===== src/hw/rtl/amed_pkg.sv =====
`timescale 1ns / 1ps

package amed_pkg;

	localparam int AXIS_W     = 16;
	localparam int TIME_W     = 32;
	localparam int MAG_W      = 16;
	localparam int SUM_W      = 2 * MAG_W;
	localparam int COUNT_W    = 32;
	localparam int CFG_W      = 32;
	localparam int CFG_IDX_W  = 2;
	localparam int IN_DATA_W  = 3 * AXIS_W + TIME_W;
	localparam int OUT_DATA_W = 2 * MAG_W + COUNT_W;
	localparam int OUT_USER_W = 2;
	localparam int BIT_CNT_W  = $clog2(MAG_W);

	localparam logic [MAG_W-1:0]     THRESHOLD_RESET = 16'd4915;
	localparam logic [TIME_W-1:0]    COOLDOWN_RESET  = 32'd1000;
	localparam logic [BIT_CNT_W-1:0] BIT_LAST        = BIT_CNT_W'(MAG_W - 1);

	localparam logic [CFG_IDX_W-1:0] REG_THRESHOLD = 2'd0;
	localparam logic [CFG_IDX_W-1:0] REG_COOLDOWN  = 2'd1;

	typedef enum logic [2:0] {
		ST_IDLE,
		ST_SQUARE,
		ST_START,
		ST_ROOT,
		ST_FINISH
	} state_t;

endpackage


===== src/hw/rtl/accel_motion_event_detector_core.sv =====
`timescale 1ns / 1ps

// channel     dir  payload                                          request when
// s_axis      in   tdata: accel_x, accel_y, accel_z, time_ms        tvalid & tready
// m_axis      out  tdata: magnitude, change, event_count;           tvalid & tready
//                  tuser: primed, motion
// cfg         in   cfg_index 0 change_threshold, 1 cooldown         cfg_we
//
// from accept to result register: shift-add squaring, a root load, the root
// bits plus their done step, and a decision that loads the result register once it is free;
// a new request is taken the cycle after that load
// the input takes a new request once the result is in the output register,
// so a stalled result does not hold up the next sample's squaring
// arst_n clears the sample history, event count and registers to defaults
module accel_motion_event_detector_core (
	input  logic                            clk,
	input  logic                            arst_n,
	// slave side
	input  logic                            s_axis_tvalid,
	output logic                            s_axis_tready,
	// tdata: accel_x [15:0], accel_y [31:16], accel_z [47:32], time_ms [79:48]
	input  logic [amed_pkg::IN_DATA_W-1:0]  s_axis_tdata,
	// master side
	output logic                            m_axis_tvalid,
	input  logic                            m_axis_tready,
	// tdata: magnitude [15:0], change [31:16], event_count [63:32]
	output logic [amed_pkg::OUT_DATA_W-1:0] m_axis_tdata,
	// tuser: primed [0], motion [1]
	output logic [amed_pkg::OUT_USER_W-1:0] m_axis_tuser,
	// configuration writes
	input  logic                            cfg_we,
	input  logic [amed_pkg::CFG_IDX_W-1:0]  cfg_index,
	input  logic [amed_pkg::CFG_W-1:0]      cfg_wdata
);
	import amed_pkg::*;

	// control
	state_t               state_q;
	state_t               state_nx;
	logic [BIT_CNT_W-1:0] sq_cnt_q;
	logic                 sq_run;
	logic                 root_start;
	logic                 root_done;
	logic                 out_load;

	// sample being worked on
	logic [AXIS_W-1:0] ax_q, ay_q, az_q;   // absolute axis values
	logic [AXIS_W-1:0] bx_q, by_q, bz_q;   // multiplier bits, msb first
	logic [TIME_W-1:0] time_q;
	logic [SUM_W-1:0]  acc_q;

	// history and settings
	logic [MAG_W-1:0]   prev_mag_q;
	logic               has_prev_q;
	logic [COUNT_W-1:0] events_q;
	logic [TIME_W-1:0]  last_evt_q;
	logic [MAG_W-1:0]   thresh_q;
	logic [TIME_W-1:0]  cool_q;

	// result register
	logic               out_valid_q;
	logic [MAG_W-1:0]   out_mag_q;
	logic [MAG_W-1:0]   out_chg_q;
	logic               out_primed_q;
	logic               out_motion_q;
	logic [COUNT_W-1:0] out_cnt_q;

	// input unpacking
	logic [AXIS_W-1:0] in_x, in_y, in_z;
	logic [AXIS_W-1:0] abs_x, abs_y, abs_z;
	logic [TIME_W-1:0] in_time;

	assign in_x    = s_axis_tdata[AXIS_W-1:0];
	assign in_y    = s_axis_tdata[2*AXIS_W-1:AXIS_W];
	assign in_z    = s_axis_tdata[3*AXIS_W-1:2*AXIS_W];
	assign in_time = s_axis_tdata[IN_DATA_W-1:3*AXIS_W];

	// two's complement magnitude, -32768 maps to 32768
	assign abs_x = in_x[AXIS_W-1] ? (~in_x + 1'b1) : in_x;
	assign abs_y = in_y[AXIS_W-1] ? (~in_y + 1'b1) : in_y;
	assign abs_z = in_z[AXIS_W-1] ? (~in_z + 1'b1) : in_z;

	// one partial product row per axis, summed into the running square sum
	logic [AXIS_W+1:0] pp_sum;
	assign pp_sum = (bx_q[AXIS_W-1] ? {2'b00, ax_q} : '0)
	              + (by_q[AXIS_W-1] ? {2'b00, ay_q} : '0)
	              + (bz_q[AXIS_W-1] ? {2'b00, az_q} : '0);

	// decision on the finished magnitude
	logic [MAG_W-1:0]  mag;
	logic [MAG_W-1:0]  diff;
	logic [TIME_W-1:0] elapsed;
	logic              fire;

	assign diff    = (mag >= prev_mag_q) ? (mag - prev_mag_q) : (prev_mag_q - mag);
	assign elapsed = time_q - last_evt_q;
	assign fire    = has_prev_q && (diff > thresh_q) && (elapsed > cool_q);

	amed_root u_root (
		.clk      (clk),
		.arst_n   (arst_n),
		.start    (root_start),
		.radicand (acc_q),
		.done     (root_done),
		.root     (mag)
	);

	// next state
	always_comb begin
		state_nx = state_q;
		unique case (state_q)
			ST_IDLE:   if (s_axis_tvalid) state_nx = ST_SQUARE;
			ST_SQUARE: if (sq_cnt_q == BIT_LAST) state_nx = ST_START;
			ST_START:  state_nx = ST_ROOT;
			ST_ROOT:   if (root_done) state_nx = ST_FINISH;
			ST_FINISH: if (out_load) state_nx = ST_IDLE;
			default:   state_nx = ST_IDLE;
		endcase
	end

	// state outputs
	always_comb begin
		s_axis_tready = 1'b0;
		sq_run        = 1'b0;
		root_start    = 1'b0;
		out_load      = 1'b0;
		unique case (state_q)
			ST_IDLE:   s_axis_tready = 1'b1;
			ST_SQUARE: sq_run = 1'b1;
			ST_START:  root_start = 1'b1;
			ST_ROOT:   ;
			ST_FINISH: out_load = !out_valid_q || m_axis_tready;
			default:   ;
		endcase
	end

	always_ff @(posedge clk or negedge arst_n) begin
		if (!arst_n) begin
			state_q     <= ST_IDLE;
			sq_cnt_q    <= '0;
			out_valid_q <= 1'b0;
			prev_mag_q  <= '0;
			has_prev_q  <= 1'b0;
			events_q    <= '0;
			last_evt_q  <= '0;
			thresh_q    <= THRESHOLD_RESET;
			cool_q      <= COOLDOWN_RESET;
		end else begin
			state_q <= state_nx;

			if (sq_run) begin
				sq_cnt_q <= sq_cnt_q + 1'b1;
			end else begin
				sq_cnt_q <= '0;
			end

			if (out_load) begin
				out_valid_q <= 1'b1;
			end else if (m_axis_tready) begin
				out_valid_q <= 1'b0;
			end

			// history update once the result is committed
			if (out_load) begin
				prev_mag_q <= mag;
				has_prev_q <= 1'b1;
				if (fire) begin
					events_q   <= events_q + 1'b1;
					last_evt_q <= time_q;
				end
			end

			if (cfg_we) begin
				unique case (cfg_index)
					REG_THRESHOLD: thresh_q <= cfg_wdata[MAG_W-1:0];
					REG_COOLDOWN:  cool_q   <= cfg_wdata[TIME_W-1:0];
					default:       ;
				endcase
			end
		end
	end

	// datapath, no reset
	always_ff @(posedge clk) begin
		if (s_axis_tvalid && s_axis_tready) begin
			ax_q   <= abs_x;
			ay_q   <= abs_y;
			az_q   <= abs_z;
			bx_q   <= abs_x;
			by_q   <= abs_y;
			bz_q   <= abs_z;
			time_q <= in_time;
			acc_q  <= '0;
		end else if (sq_run) begin
			// msb-first shift-add: acc = 2*acc + row
			bx_q  <= {bx_q[AXIS_W-2:0], 1'b0};
			by_q  <= {by_q[AXIS_W-2:0], 1'b0};
			bz_q  <= {bz_q[AXIS_W-2:0], 1'b0};
			acc_q <= {acc_q[SUM_W-2:0], 1'b0} + SUM_W'(pp_sum);
		end

		if (out_load) begin
			out_mag_q    <= mag;
			out_chg_q    <= has_prev_q ? diff : '0;
			out_primed_q <= has_prev_q;
			out_motion_q <= fire;
			out_cnt_q    <= fire ? (events_q + 1'b1) : events_q;
		end
	end

	assign m_axis_tvalid = out_valid_q;
	assign m_axis_tdata  = {out_cnt_q, out_chg_q, out_mag_q};
	assign m_axis_tuser  = {out_motion_q, out_primed_q};

endmodule


===== src/hw/rtl/amed_root.sv =====
`timescale 1ns / 1ps

// bit-serial floor square root, one result bit per cycle
module amed_root (
	input  logic                      clk,
	input  logic                      arst_n,
	input  logic                      start,
	input  logic [amed_pkg::SUM_W-1:0] radicand,
	output logic                      done,
	output logic [amed_pkg::MAG_W-1:0] root
);
	import amed_pkg::*;

	logic                 busy_q;
	logic                 done_q;
	logic [BIT_CNT_W-1:0] cnt_q;
	logic [SUM_W-1:0]     rad_q;
	logic [MAG_W:0]       rem_q;
	logic [MAG_W-1:0]     root_q;

	logic [MAG_W+2:0] rem_sh;
	logic [MAG_W+2:0] trial;
	logic [MAG_W+2:0] rem_sub;
	logic             take;

	assign rem_sh  = {rem_q, rad_q[SUM_W-1 -: 2]};
	assign trial   = {1'b0, root_q, 2'b01};
	assign take    = (rem_sh >= trial);
	assign rem_sub = rem_sh - trial;

	always_ff @(posedge clk or negedge arst_n) begin
		if (!arst_n) begin
			busy_q <= 1'b0;
			done_q <= 1'b0;
			cnt_q  <= '0;
		end else begin
			done_q <= 1'b0;
			if (start) begin
				busy_q <= 1'b1;
				cnt_q  <= '0;
			end else if (busy_q) begin
				cnt_q <= cnt_q + 1'b1;
				if (cnt_q == BIT_LAST) begin
					busy_q <= 1'b0;
					done_q <= 1'b1;
				end
			end
		end
	end

	always_ff @(posedge clk) begin
		if (start) begin
			rad_q  <= radicand;
			rem_q  <= '0;
			root_q <= '0;
		end else if (busy_q) begin
			rad_q <= {rad_q[SUM_W-3:0], 2'b00};
			if (take) begin
				rem_q  <= rem_sub[MAG_W:0];
				root_q <= {root_q[MAG_W-2:0], 1'b1};
			end else begin
				rem_q  <= rem_sh[MAG_W:0];
				root_q <= {root_q[MAG_W-2:0], 1'b0};
			end
		end
	end

	assign done = done_q;
	assign root = root_q;

endmodule


===== config.mk =====
export PLATFORM = sky130hd
export DESIGN_NAME = accel_motion_event_detector_core
export DESIGN_NICKNAME = d
export VERILOG_FILES = /design/src/hw/rtl/amed_pkg.sv /design/src/hw/rtl/accel_motion_event_detector_core.sv /design/src/hw/rtl/amed_root.sv
export SDC_FILE = /design/constraint.sdc
export NUM_CORES = 1
export LEC_CHECK = 0
export BUFFER_PORTS_ARGS = -buffer_cell sky130_fd_sc_hd__buf_2
export CORE_MARGIN = 2
export CORE_UTILIZATION = 55
export CTS_CLUSTER_SIZE = 24
export DETAILED_ROUTE_END_ITERATION = 10
export GPL_ROUTABILITY_DRIVEN = 0
export GPL_TIMING_DRIVEN = 0
export PLACE_DENSITY_LB_ADDON = 0.25
export SYNTH_ARGS = -nofsm -noshare
export SYNTH_HDL_FRONTEND = slang
export SYNTH_SLANG_ARGS = --single-unit
export TNS_END_PERCENT = 50

===== constraint.sdc =====
create_clock -name clk -period 4.9 [get_ports clk]
set_clock_uncertainty 0.05 [all_clocks]
set_input_delay 0.245 -clock clk [delete_from_list [all_inputs] [get_ports clk]]
set_output_delay 0.245 -clock clk [all_outputs]
set_load 0.05 [all_outputs]

==> results of run 1 <==
## layout make-up
cell class | instances | area (um2)
fillers | 3099 | 13250
multi-input cells | 1694 | 12310
flip-flops and latches | 434 | 11690
repair buffers | 335 | 2505
clock buffers | 56 | 1252
well taps | 585 | 732.0
inverters | 156 | 595.6
plain buffers | 88 | 523.0
clock inverters | 29 | 320.3
diodes | 1 | 2.502
## final timing paths
path                                  from             to  slack (ns)  depth (start not counted)
max                              time_q[0]  out_cnt_q[16]       -0.30                         22
min                        s_axis_tdata[9]        ax_q[9]        0.03                          2
max reg2reg                      time_q[0]  out_cnt_q[16]       -0.30                         22
min reg2reg                      acc_q[15]      acc_q[15]        0.42                          2
max in group asynchronous           arst_n    thresh_q[1]        3.81                          3
min in group asynchronous           arst_n   events_q[12]        0.12                          2
## cell usage after synthesis (all sizes together), types with 27 or more instances
library cell,number
xnor2,88
mux2i,27
dfxtp,65
fa,35
nor3,44
ha,151
nor2,112
dfrtp,130
edfxtp,226
nand2,385
inv,154
clkbuf,72
a21o,60
mux2,45
o21ai,153
nand3,45
a21oi,121
and2,66
xor2,95
## per-stage QoR
step / cells / util, % / TNS [ns] / instance area, um2
2_1_floorplan: 2374 / - / -1.843 / 24080
3_5_place_dp: 3149 / 59.90 / -96.21 / 25860
3_3_place_gp: 3145 / 59.63 / -92.60 / 25740
4_1_cts: 3358 / 67.73 / -8.508 / 29240
6_report: 3378 / 69.32 / -15.78 / 29930
5_1_grt: 3378 / 69.32 / -34.46 / 29930
## sequential cells by signal (all words and copies together) (netlist names), 17 cells and up
signal	count
time_q	32
last_evt_q	32
out_cnt_q	32
u_root.rad_q	32
acc_q	32
events_q	32
u_root.rem_q	17
cool_q	32
## logic make-up after synthesis
logic type / Yosys count / share of synthesized area (%)
AO/OA/AOI/OAI: 464 / 11.94
XOR/XNOR: 183 / 6.657
multiplexers: 72 / 3.227
adder cells (fa/ha/maj): 186 / 10.76
flip-flops: 434 / 48.52
buffers and inverters: 247 / 3.944
AND/OR/NAND/NOR: 788 / 14.96
## power groups by stage
stage / clock network (mW) / logic [mW] / registers [mW]
5_1_grt: 3.83 / 6.94 / 5.20
2_1_floorplan: 0 / 4.51 / 5.04
6_report: 3.64 / 6.17 / 5.13
3_3_place_gp: 0 / 5.54 / 5.18
3_5_place_dp: 0 / 5.78 / 5.19
4_1_cts: 3.68 / 6.02 / 5.13
## routing by layer
layer  part of all wire, %  global-route usage (%)  vias up  routed length, um
li1                      -                       -     9029                  -
met1                    41                   32.71     9155              24780
met2                    49                   44.96      643              30040
met3                   5.7                   4.001      173               3507
met4                   4.7                   12.07        0               2848
met5                     0                       0        -                  0
## worst register-to-register path, delay by kind of cell (launching register included)
family / cells / cell delay, ns
xor+xnor: 2 / 0.34
buf+inv: 3 / 0.33
flops: 1 / 0.40
compound gates: 10 / 1.98
fa+ha+maj: 3 / 0.90
simple gates: 4 / 1.05
## repair_timing
item	4_1_cts	5_1_grt
gates cloned	1	6
setup endpoints to repair	97	103
buffers inserted	25	15
hold buffers	100	0
pin swaps	53	89
endpoints found under the hold margin	166	0
resized for setup	161	103
==> flow_summary.json, run 1 <==
{
  "drc": 0,
  "status": "finished with violations",
  "synth_seq_cells": 434,
  "final_max_slew_viol_count": 0,
  "drtPass1Iterations": 5,
  "end_kind": "flop",
  "max_stage_delay_ns": 0.40,
  "overflow": 0,
  "grt_pass1_vias": 18980,
  "die_x_um": 213.2,
  "slew_headroom_pct": 19.38,
  "path_max_fanout": 6,
  "maxClockFrequency_mhz": 192.2,
  "ys_seq_area_share_pct": 48.52,
  "required_ns": 5.25,
  "initial_core_util_pct": 55.77,
  "path_class": "flop to flop",
  "worstPathArrival_ns": 5.56,
  "power.internal_mw": 9.538,
  "yosys.area.top_type": "edfxtp_1",
  "antenna_found_initial": 1,
  "synthDistinctLibCells": 76,
  "wl_per_cell_um": 18.11,
  "clock-sinks": 434,
  "grt_usage_pct": 26.21,
  "syn_to_final_growth_pct": 24.28,
  "clk_pin_slew_ns": 0.06,
  "fin_crit_sh_pct": 106.2,
  "crit_buf_inv": 3,
  "ant_nets": 0,
  "synth_cells": 2374,
  "cts_buffers": 46,
  "totalWireLength_um": 61170,
  "synth_top_area_share_pct": 28.19,
  "synth_area_um2": 24080,
  "post-place-ws_ns": -1.251,
  "finalHoldViolations": 0,
  "core_um2": 43170,
  "place.port_buffers": 186,
  "layout_setup_ws_ns": -0.3022,
  "synthTopCellsByArea": "edfxtp_1 28%, dfrtp_1 14%, ha_1 7.8%, nand2_1 6.0%, dfxtp_1 5.4%",
  "ctsHtreeMaxLevel": 2,
  "hp-class": "input port to flop",
  "swShare_pct": 36.16,
  "dpl.hpwl_um": 41410,
  "mostFrequentLayoutCells": "374 x nand2_1, 226 x edfxtp_1, 190 x buf_2, 150 x inv_1, 149 x ha_1",
  "power.density_nw_per_um2": 499.3,
  "routed_via_density": 5.625,
  "crit_chain": "inv_1, ha_2, inv_2, fa_2, a211oi_4, o31ai_2, o32ai_2, o31a_2, o21ai_4, a221oi_2, o21bai_1, a21oi_2, xnor2_1, ha_1, nand4_1, or3_4, o221ai_4, a21oi_4, or2_4, clkbuf_16, nor3_4, xor2_1",
  "maxCapViolCount": 0,
  "drive_gt1_share_pct": 18.48,
  "vdd_drop_max_mv": 0.4042,
  "grt_max_degree": 98,
  "p_sw_mw": 5.403,
  "die_h_um": 213.2,
  "worst_pin_slew_ns": 1.206,
  "leakage_nw": 13.36,
  "ios": 187,
  "synth-edff-count": 226,
  "grt_pass1_wl_um": 94400,
  "rsz0062_at_grt": "true",
  "fp-row-count": 76,
  "synthFlopType": "edfxtp_1",
  "async_flop_share_pct": 32.95,
  "seqPwrFrac_pct": 34.3,
  "violations": "negative setup slack",
  "fp.dieArea_um2": 45470,
  "power.total_mw": 14.94,
  "nNetsFinal": 3060,
  "setup_viol": 97,
  "hold-worst-slack_ns": 0.02644,
  "synth.net_count": 2679,
  "syn_avg_cell_area_um2": 10.14,
  "clock_path_buffers": 3,
  "slowest_stage": "edfxtp_1",
  "cp-start-kind": "flop",
  "cts_tree": "yes",
  "drt_iter0_drc": 1263,
  "vias": 19000,
  "fin_crit_ns": 5.202,
  "clockRootBuffer": "clkbuf_16",
  "cp_top_family": "compound AO/OA/AOI/OAI gates",
  "comb_power_share_pct": 41.3,
  "final_common_cell": "nand2_1",
  "p_clk_share_pct": 24.4,
  "yosysWarnings": 0,
  "clk-insertion-delay-late_ns": 0.58
}
Power figures use the tool's default switching activity.
==> inputs of run 2 (changes only) <==
--- a/config.mk
+++ b/config.mk
@@ -8,12 +8,14 @@
 export BUFFER_PORTS_ARGS = -buffer_cell sky130_fd_sc_hd__buf_2
 export CORE_MARGIN = 2
 export CORE_UTILIZATION = 55
-export CTS_CLUSTER_SIZE = 24
+export CTS_CLUSTER_SIZE = 40
 export DETAILED_ROUTE_END_ITERATION = 10
 export GPL_ROUTABILITY_DRIVEN = 0
 export GPL_TIMING_DRIVEN = 0
+export HOLD_SLACK_MARGIN = 0.1
 export PLACE_DENSITY_LB_ADDON = 0.25
 export SYNTH_ARGS = -nofsm -noshare
 export SYNTH_HDL_FRONTEND = slang
+export SYNTH_HIERARCHICAL = 1
 export SYNTH_SLANG_ARGS = --single-unit
 export TNS_END_PERCENT = 50
==> flow_summary.json, run 2 <==
{
  "totalWireLength_um": 62390,
  "drive_gt1_share_pct": 18.34,
  "path_max_fanout": 4,
  "utilization_pct": 67.78,
  "ys_seq_area_share_pct": 47.44,
  "layout_setup_ws_ns": -0.1820,
  "nNetsFinal": 3054,
  "worst_pin_slew_ns": 1.306,
  "ios": 187,
  "initial_core_util_pct": 55.69,
  "synth.net_count": 2667,
  "synth_area_um2": 24620,
  "ctsHtreeMaxLevel": 2,
  "fp-row-count": 77,
  "worstPathArrival_ns": 5.35,
  "fp.dieArea_um2": 46480,
  "synthFlopType": "edfxtp_1",
  "r2r_start": "time_q[0]",
  "clockRootBuffer": "clkbuf_16",
  "leakage_nw": 12.64,
  "required_ns": 5.17,
  "synthTopCellsByArea": "edfxtp_1 28%, dfrtp_1 13%, ha_1 7.7%, dfxtp_1 5.3%, xnor2_1 4.9%",
  "hold-worst-slack_ns": 0.1524,
  "multiInputGateArea_um2": 12370,
  "setup_viol": 78,
  "syn_to_final_growth_pct": 21.72,
  "status": "finished with violations",
  "hold_start": "s_axis_tdata[17]",
  "synth-edff-count": 226,
  "clock-sinks": 434,
  "regArea_um2": 11690,
  "grt_usage_pct": 26.36,
  "clk_pin_slew_ns": 0.06,
  "yosys.area.top_type": "edfxtp_1",
  "grt_max_degree": 91,
  "final_common_cell": "nand2_1",
  "fin_crit_ns": 5.082,
  "overflow": 0,
  "fin_crit_sh_pct": 103.7,
  "maxCapViolCount": 0,
  "power.density_nw_per_um2": 503.3,
  "final_max_slew_viol_count": 0,
  "grt_pass1_vias": 19540,
  "cp-start-kind": "flop",
  "slew_headroom_pct": 12.86,
  "antenna_found_initial": 2,
  "wl_per_cell_um": 18.45,
  "core_um2": 44220,
  "synth_common_cells": "285 x nand2_1, 226 x edfxtp_1, 171 x inv_1",
  "end_kind": "flop",
  "drtPass1Iterations": 6,
  "place.port_buffers": 186,
  "clock_path_buffers": 3,
  "rsz0062_at_grt": "true",
  "die_x_um": 215.6,
  "synth_top_area_share_pct": 27.56,
  "fill_cells": 3225,
  "vdd_drop_max_mv": 0.3325,
  "vias": 19290,
  "synth.most_common_cell": "nand2_1",
  "hp-class": "input port to flop",
  "clk-insertion-delay-late_ns": 0.58,
  "mostFrequentLayoutCells": "277 x nand2_1, 226 x edfxtp_1, 191 x buf_2, 167 x inv_1, 149 x ha_1",
  "routed_via_density": 5.705,
  "yosysWarnings": 6,
  "cts_tree": "yes",
  "syn_avg_cell_area_um2": 10.43,
  "synth_seq_cells": 434,
  "finalHoldViolations": 0,
  "maxClockFrequency_mhz": 196.8,
  "die_h_um": 215.6,
  "path_class": "flop to flop",
  "dpl.hpwl_um": 43090,
  "synthDistinctLibCells": 86,
  "grt_pass1_wl_um": 98840,
  "synth_cells": 2362,
  "drc": 0,
  "async_flop_share_pct": 32.95,
  "drt_iter0_drc": 1312,
  "violations": "negative setup slack",
  "ant_nets": 0,
  "setup.worst_path.start": "time_q[0]",
  "cts_buffers": 46,
  "power.total_mw": 15.08
}
## run 2: cells by family (layout without fill, tap and decap cells)
kind of cell / after synthesis / after routing / share of synthesized area (%)
simple gates: 733 / 734 / 14.57
compound gates: 462 / 462 / 12.36
flops: 434 / 434 / 47.44
buf+inv: 267 / 691 / 4.283
fa+ha+maj: 186 / 186 / 10.52
xor+xnor: 182 / 182 / 6.473
mux: 98 / 98 / 4.360
other cells: 0 / 2 / 0
## run 2: final cells by class
class / instances / share of cell area, %
multi-input combinational: 1662 / 41.26
sequential: 434 / 38.99
timing repair buffer: 341 / 8.332
clock buffer: 66 / 4.442
tap: 592 / 2.471
inverter: 173 / 2.183
buffer: 91 / 1.774
clock inverter: 20 / 0.5218
antenna: 2 / 0.01670
## run 2: metal layers
metal | GRT usage [%] | vias up | part of all wire [%]
li1 | - | 9140 | -
met3 | 4.059 | 149 | 5.8
met4 | 10.46 | 0 | 3.7
met2 | 45.57 | 650 | 49
met5 | 0 | - | 0
met1 | 33.23 | 9351 | 41
## run 2: path summary, 6_finish.rpt
path / cells past startpoint / end / slack [ns]
min in group asynchronous: 2 / events_q[6] / 0.17
max in group asynchronous: 3 / thresh_q[1] / 3.76
setup / recovery: 24 / out_cnt_q[4] / -0.18
hold reg to reg: 1 / sq_cnt_q[0] / 0.43
hold / removal: 3 / ay_q[3] / 0.15
setup reg to reg: 24 / out_cnt_q[4] / -0.18
## run 2: stage by stage
step,std cells,worst slack [ns],instance area [um2],setup TNS (ns)
floorplan,2362,0.2293,24630,0
global placement,3140,-1.194,26300,-91.06
detailed placement,3143,-1.318,26390,-93.70
CTS,3370,-0.1746,29540,-4.527
global route,3381,-0.3281,29970,-18.14
finish,3381,-0.1820,29970,-6.062
## run 2: what timing repair did
item,in CTS,in global routing
hold buffers,119,0
endpoints found under the hold margin,275,0
gates resized for setup,95,88
buffers inserted,20,10
gates cloned,3,1
pin swaps,31,38
setup endpoints to repair,97,103
## run 2: where the power goes
group          internal (mW)  total, mW  leakage (nW)  switching [mW]
Clock                   2.00       3.45         0.719            1.45
Sequential              4.67       5.12          4.27           0.448
Combinational           2.84       6.52          7.66            3.68
Total                   9.50       15.1          12.6            5.58
## run 2: critical path, cell delays in order, from the launching register on
cell and delay, ns:
edfxtp_1 0.44, inv_2 0.10, ha_4 0.14, inv_2 0.04, fa_2 0.35, a211oi_2 0.23, o211ai_1 0.17, a32o_2 0.29
and4_4 0.21, o41ai_4 0.32, buf_4 0.20, buf_4 0.11, xnor2_2 0.06, ha_1 0.31, nand3_1 0.13, o22ai_2 0.19
o211ai_1 0.11, a21boi_1 0.17, o21ai_1 0.15, o211a_4 0.22, a21oi_4 0.22, buf_4 0.15, buf_4 0.14, nand4_1 0.15
xnor2_1 0.18
